`config.mk`:
```
export PLATFORM = sky130hd
export DESIGN_NAME = tas_ctrl
export DESIGN_NICKNAME = d
export VERILOG_FILES = /design/src/hw/rtl/assert_macros.svh /design/src/hw/rtl/tas_pkg.sv /design/src/hw/rtl/tas_ctrl.sv
export SDC_FILE = /design/constraint.sdc
export NUM_CORES = 1
export LEC_CHECK = 0
export BUFFER_PORTS_ARGS = -buffer_cell sky130_fd_sc_hd__buf_2
export CAP_MARGIN = 5
export CELL_PAD_IN_SITES_DETAIL_PLACEMENT = 1
export CELL_PAD_IN_SITES_GLOBAL_PLACEMENT = 1
export CORE_AREA = 2 2 39 41
export DETAILED_ROUTE_END_ITERATION = 10
export DIE_AREA = 0 0 41 43
export GPL_ROUTABILITY_DRIVEN = 0
export HOLD_SLACK_MARGIN = 0.1
export PLACE_DENSITY_LB_ADDON = 0.1
export SYNTH_ARGS = -nofsm -noshare
export SYNTH_HDL_FRONTEND = slang
export SYNTH_SLANG_ARGS = --single-unit
```
`constraint.sdc`:
```
create_clock -name i_clk -period 1.9 [get_ports i_clk]
set_input_delay 0.19 -clock i_clk [delete_from_list [all_inputs] [get_ports i_clk]]
set_output_delay 0.19 -clock i_clk [all_outputs]
set_load 0.01 [all_outputs]
```
`src/hw/rtl/assert_macros.svh`:
```
// assertion macros used by the top-level rtl file
`ifndef ASSERT_MACROS_SVH
`define ASSERT_MACROS_SVH

// property checked on every rising clock edge outside reset
`define ASSERT_CLK(label, prop, msg) \
    label: assert property (@(posedge i_clk) disable iff (!i_rst_n) (prop)) \
        else $error(msg);

// expression that must never be true outside reset
`define ASSERT_NEVER(label, expr, msg) \
    label: assert property (@(posedge i_clk) disable iff (!i_rst_n) !(expr)) \
        else $error(msg);

`endif

```
`src/hw/rtl/tas_pkg.sv`:
```
// types and constants of the texture address sampler
`default_nettype none

package tas_pkg;

    localparam int MAX_DIM     = 256;
    localparam int TEXEL_DEPTH = 65536;

    localparam int COORD_W = 24;
    localparam int FRAC_W  = 16;
    localparam int MC_W    = FRAC_W + 1;
    localparam int DIM_W   = $clog2(MAX_DIM + 1);
    localparam int IDX_W   = 2 * DIM_W;
    localparam int ADDR_W  = $clog2(TEXEL_DEPTH);
    localparam int RGB_W   = 24;
    localparam int CFG_W   = 24;
    localparam int CFG_IDX_W = 2;

    localparam logic [COORD_W-1:0] Q_ZERO = '0;
    localparam logic [COORD_W-1:0] Q_ONE  = COORD_W'(1) << FRAC_W;
    localparam logic [COORD_W-1:0] Q_TWO  = COORD_W'(2) << FRAC_W;

    localparam logic [CFG_IDX_W-1:0] CFG_TEX_WIDTH    = 2'd0;
    localparam logic [CFG_IDX_W-1:0] CFG_TEX_HEIGHT   = 2'd1;
    localparam logic [CFG_IDX_W-1:0] CFG_BORDER_COLOR = 2'd2;

    localparam logic [DIM_W-1:0] DIM_RESET    = DIM_W'(MAX_DIM);
    localparam logic [RGB_W-1:0] BORDER_RESET = 24'hFFC0CB;

    typedef enum logic {
        OP_WRITE  = 1'b0,
        OP_SAMPLE = 1'b1
    } t_op;

    typedef enum logic [1:0] {
        MODE_BORDER = 2'd0,
        MODE_CLAMP  = 2'd1,
        MODE_MIRROR = 2'd2,
        MODE_WRAP   = 2'd3
    } t_mode;

    typedef enum logic [2:0] {
        ST_IDLE,
        ST_MAP,
        ST_MUL,
        ST_IDX,
        ST_READ,
        ST_RESULT
    } t_state;

    typedef struct packed {
        logic capture;
        logic write;
        logic map_en;
        logic mul_en;
        logic idx_en;
        logic rd_en;
        logic out_load;
    } t_cmd;

    typedef struct packed {
        logic out_full;
    } t_sts;

endpackage

`default_nettype wire

```
`src/hw/rtl/tas_ctrl.sv`:
```
// sequencer of the texture address sampler
`default_nettype none

module tas_ctrl import tas_pkg::*; (
    input  wire logic i_clk,
    input  wire logic i_rst_n,
    input  wire logic i_in_valid,
    output logic      o_in_stall,
    input  wire logic i_op,
    input  wire logic i_out_stall,
    input  wire t_sts i_sts,
    output t_cmd      o_cmd
);

    t_state r_state;
    t_state n_state;
    logic   w_accept;
    logic   w_slot_free;

    assign w_accept    = i_in_valid && (r_state == ST_IDLE);
    assign w_slot_free = !i_sts.out_full || !i_out_stall;

    always_ff @(posedge i_clk) begin
        if (!i_rst_n) begin
            r_state <= ST_IDLE;
        end else begin
            r_state <= n_state;
        end
    end

    always_comb begin
        n_state = r_state;
        case (r_state)
            ST_IDLE: begin
                if (w_accept && (t_op'(i_op) == OP_SAMPLE)) begin
                    n_state = ST_MAP;
                end
            end
            ST_MAP:  n_state = ST_MUL;
            ST_MUL:  n_state = ST_IDX;
            ST_IDX:  n_state = ST_READ;
            ST_READ: n_state = ST_RESULT;
            ST_RESULT: begin
                if (w_slot_free) begin
                    n_state = ST_IDLE;
                end
            end
            default: n_state = ST_IDLE;
        endcase
    end

    always_comb begin
        o_cmd      = '0;
        o_in_stall = (r_state != ST_IDLE);
        case (r_state)
            ST_IDLE: begin
                o_cmd.capture = w_accept && (t_op'(i_op) == OP_SAMPLE);
                o_cmd.write   = w_accept && (t_op'(i_op) == OP_WRITE);
            end
            ST_MAP:    o_cmd.map_en   = 1'b1;
            ST_MUL:    o_cmd.mul_en   = 1'b1;
            ST_IDX:    o_cmd.idx_en   = 1'b1;
            ST_READ:   o_cmd.rd_en    = 1'b1;
            ST_RESULT: o_cmd.out_load = w_slot_free;
            default:   o_cmd = '0;
        endcase
    end

endmodule

`default_nettype wire

```
# [Word level (Yosys, flattened, before mapping)]
# Cells that the tools add are included.
[word_totals] output_inout_bits=8 regBits=3
[classes] n_reduce_logical=9 eq_ne=7 bitwise_logic=1 mux=9
[ops] op="3-bit case mux with 6 select lines" count=1
[ops] op="3-bit by 2-bit equality test with 1-bit output (second input constant)" count=2
[ops] op="3-bit equality test (second input constant)" count=2
[ops] op="3-bit two-way mux" count=2
[ops] op="1-bit two-way mux" count=5
[ops] op="3-bit by 1-bit equality test with 1-bit output (second input constant)" count=1
[ops] op="1-bit logical AND" count=3
[ops] op="3-bit zero test" count=1
[ops] op="3-bit nonzero test" count=1
[ops] op="1-bit zero test" count=2
[ops] op="2-bit two-way mux" count=1
[ops] op="2-bit by 1-bit inequality test with 1-bit output (second input constant)" count=1
[ops] op="2-bit inequality test (second input constant)" count=1
[ops] op="2-bit AND reduction" count=1
[ops] op="1-bit logical OR" count=1
[ops] op="1-bit inverter" count=1

# [Logic depth before layout (Yosys ltp)]
[logic_depth] ltp_word=5 ltp_mapped=3 mapped_depth_nobuf=2

# [Worst setup path after synthesis]
# Ideal clock, no wire load.
[synth_path] path_type="register to output" from="register r_state[2]" to="output port o_cmd[5] (netlist name)" path_slack_ps=599 arrival_ps=1111 path_stages_with_launch=4 t_required_ps=1710 n_path_buf=1 path_cell_list="dfxtp_1 buf_6 or4b_4 nor2_1"
[synth_lines] element="from (decl)" line="tas_ctrl.sv:15" rtl="t_state r_state;"
[synth_lines] element="from (signal assigned)" line="tas_ctrl.sv:27" rtl="r_state <= n_state;"
[synth_lines] element="to (decl)" line="tas_ctrl.sv:12" rtl="output t_cmd o_cmd"

==> impl_metrics.tcl <==
set metrics [dict create \
    cts_root_buf "clkbuf_4" \
    largest_reg_flops 3 \
    chipWidth_um 41 \
    ys_ff_latch 3 \
    clk_pin_slew_ns 0.04 \
    clock_latency_ns 0.24 \
    r2r-end "r_state[0]$_SDFFE_PN0P_" \
    irDropWorstVdd_v 0.000237 \
    vias 253 \
    areaGrowthSynthToFinish_pct 44.7 \
    slew_viol_final 0 \
    dr.pass1.iters 2 \
    numPortBuffers 13 \
    ys_top_cells_by_area "dfxtp_1, nor2_1, nor3b_1" \
    die_y_um 43 \
    crit_type "flop to output port" \
    fin_cells 57 \
    r2r_start "r_state[2]$_SDFFE_PN0P_" \
    status "finished clean" \
    post-route-period-util_pct 85.9 \
    antennaDiodeCount 0 \
    grt_max_degree 11 \
    drt.antenna.violating_nets 0 \
    cts_buffers 3 \
    hold_viol_final 0 \
    worst_hold_path.endpoint "r_state[1]$_SDFFE_PN0P_" \
    overflow 0 \
    start_util_pct 15.4 \
    placed_cells 53 \
    detail_route.iter0.violations 1 \
    dpl_cell_area_um2 282 \
    drcViolationCount 0 \
    core-area_um2 1380 \
    tightestPinTransition_ns 0.343 \
    synth_cell_types 19 \
    clock_skew_ns 0.00355 \
    cp-start-kind "flop" \
    fin_area_um2 308 \
    fill_cells 184 \
    grt_pass1_vias 262 \
    rsz0062_at_grt "false" \
    wl_per_cell_um 11.0 \
    avgSynthCellArea_um2 8.18 \
    min_path_type "input port to flop" \
    crit_arrival_ns 1.44 \
    rr_worst_depth 2 \
    io_pins 14 \
    cts_repair_resize_count 0 \
    dieArea_um2 1760 \
    syn_nets 32 \
    ys_seq_area_share_pct 28.2 \
    worstHoldStart "i_rst_n" \
    cp-end-kind "output port" \
    yosysTopAreaCell "dfxtp_1" \
    synth_warnings 0 \
    critPathMaxFanout 10 \
    htreeDepth 1 \
    tns_ns 0 \
    p_leak_nw 0.153 \
    clock_path_buffers 2 \
    placementRows 14 \
    cts.sinks 3 \
    hold_path_depth 2 \
    finalCriticalPeriod_ns 1.63 \
    reg_top3 "r_state: 3 flops" \
    largest_register "r_state" \
    max_freq_mhz 613 \
    reg2reg_slack_ns 0.66 \
    hpwl_um 453 \
    antenna_found_initial 0 \
    worst_ep_required_time_ns 1.71 \
    wl_um 626 \
    post-cts-setup-buffers 0 \
    grt_pass1_wl_um 972 \
    grt_use_total_pct 8.62 \
    cap_violations 0 \
    synth.cell_area_um2 213 \
    layout.nets 48 \
    final_util_pct 22.2 \
    finalSetupViolCount 0 \
    maxSlewHeadroom_pct 76.9 \
    avgViaCountPerCell 4.44 \
    synth_top_area_share_pct 28.2 \
    power_density_nw_per_um2 850 \
    syn_inst 26 \
    ctsHoldBuffers 0 \
    tritoncts "yes" \
    drive_above_1_share_pct 43.9 \
]
metrics by stage:
| stage | total power [mW] | setup slack, ns | hold WS [ns] |
|---|---|---|---|
| after floorplan | 0.121 | 0.599 | 0.348 |
| after global placement | 0.146 | 0.536 | 0.495 |
| after detailed placement | 0.146 | 0.523 | 0.498 |
| after CTS | 0.269 | 0.258 | 0.244 |
| after global routing | 0.277 | 0.214 | 0.245 |
| final | 0.262 | 0.269 | 0.252 |
cell usage in the layout, fill, tap and decap left out, drive strengths merged, types with 2 or more instances in the layout:
master and n:
dfxtp 3, nor2 4, inv 2, buf 13, clkbuf 4, nor3b 2
kinds of logic after synthesis:
logic type / synth area share [%]
and+or+nand+nor: 41.2
xor gates and xnor gates: 4.12
DFF: 28.2
AOI/OAI and AO/OA: 10.0
muxes: 5.29
buffers and inverters: 11.2
critical path, stage by stage (launching register included):
cell	delay, ns
dfxtp_1	0.39
or4b_4	0.58
nor2_1	0.10
buf_2	0.13
synthesized netlist by cell type (all sizes together):
cell	count
nor2	4
dfxtp	3
buf	2
inv	2
nor3b	2
a211oi	1
a21boi	1
and3	1
mux2	1
nand2	1
nand2b	1
nand3b	1
nor3	1
nor4b	1
o22ai	1
or3	1
or4b	1
xnor2	1
where the power goes:
group	switching (mW)	total, mW	internal, mW	leakage [nW]
logic	0.0293	0.0620	0.0327	0.113
registers	0.0131	0.0820	0.0689	0.0245
clock network	0.0387	0.118	0.0790	0.0150
how the worst max path moves through the flow:
stage | start | end | cells past startpoint
finish | r_state[2]$_SDFFE_PN0P_ | o_cmd[6] | 3
detailed placement | r_state[2]$_SDFFE_PN0P_ | o_cmd[5] | 3
global placement | r_state[2]$_SDFFE_PN0P_ | o_cmd[5] | 3
floorplan | r_state[2]$_SDFFE_PN0P_ | o_cmd[5] | 3
CTS | r_state[2]$_SDFFE_PN0P_ | o_cmd[5] | 3
global route | r_state[2]$_SDFFE_PN0P_ | o_cmd[5] | 3
layout make-up:
class | instances | area, um^2 | share of cell area (%)
well taps | 16 | 20.0 | 6.50
clock buffers | 4 | 26.3 | 8.54
flip-flops and latches | 3 | 60.1 | 19.5
repair buffers | 13 | 65.1 | 21.1
multi-input cells | 19 | 129 | 41.9
inverters | 2 | 7.51 | 2.44
per-layer routing:
layer  global-route usage [%]  routed length, um  up-vias
li1                         -                  -      120
met1                     7.35                217      122
met2                     14.1                366        9
met3                     1.57                 22        2
met4                     10.0                 19        0
met5                        0                  0        -
Note: power is estimated with default switching activity, not from simulation.
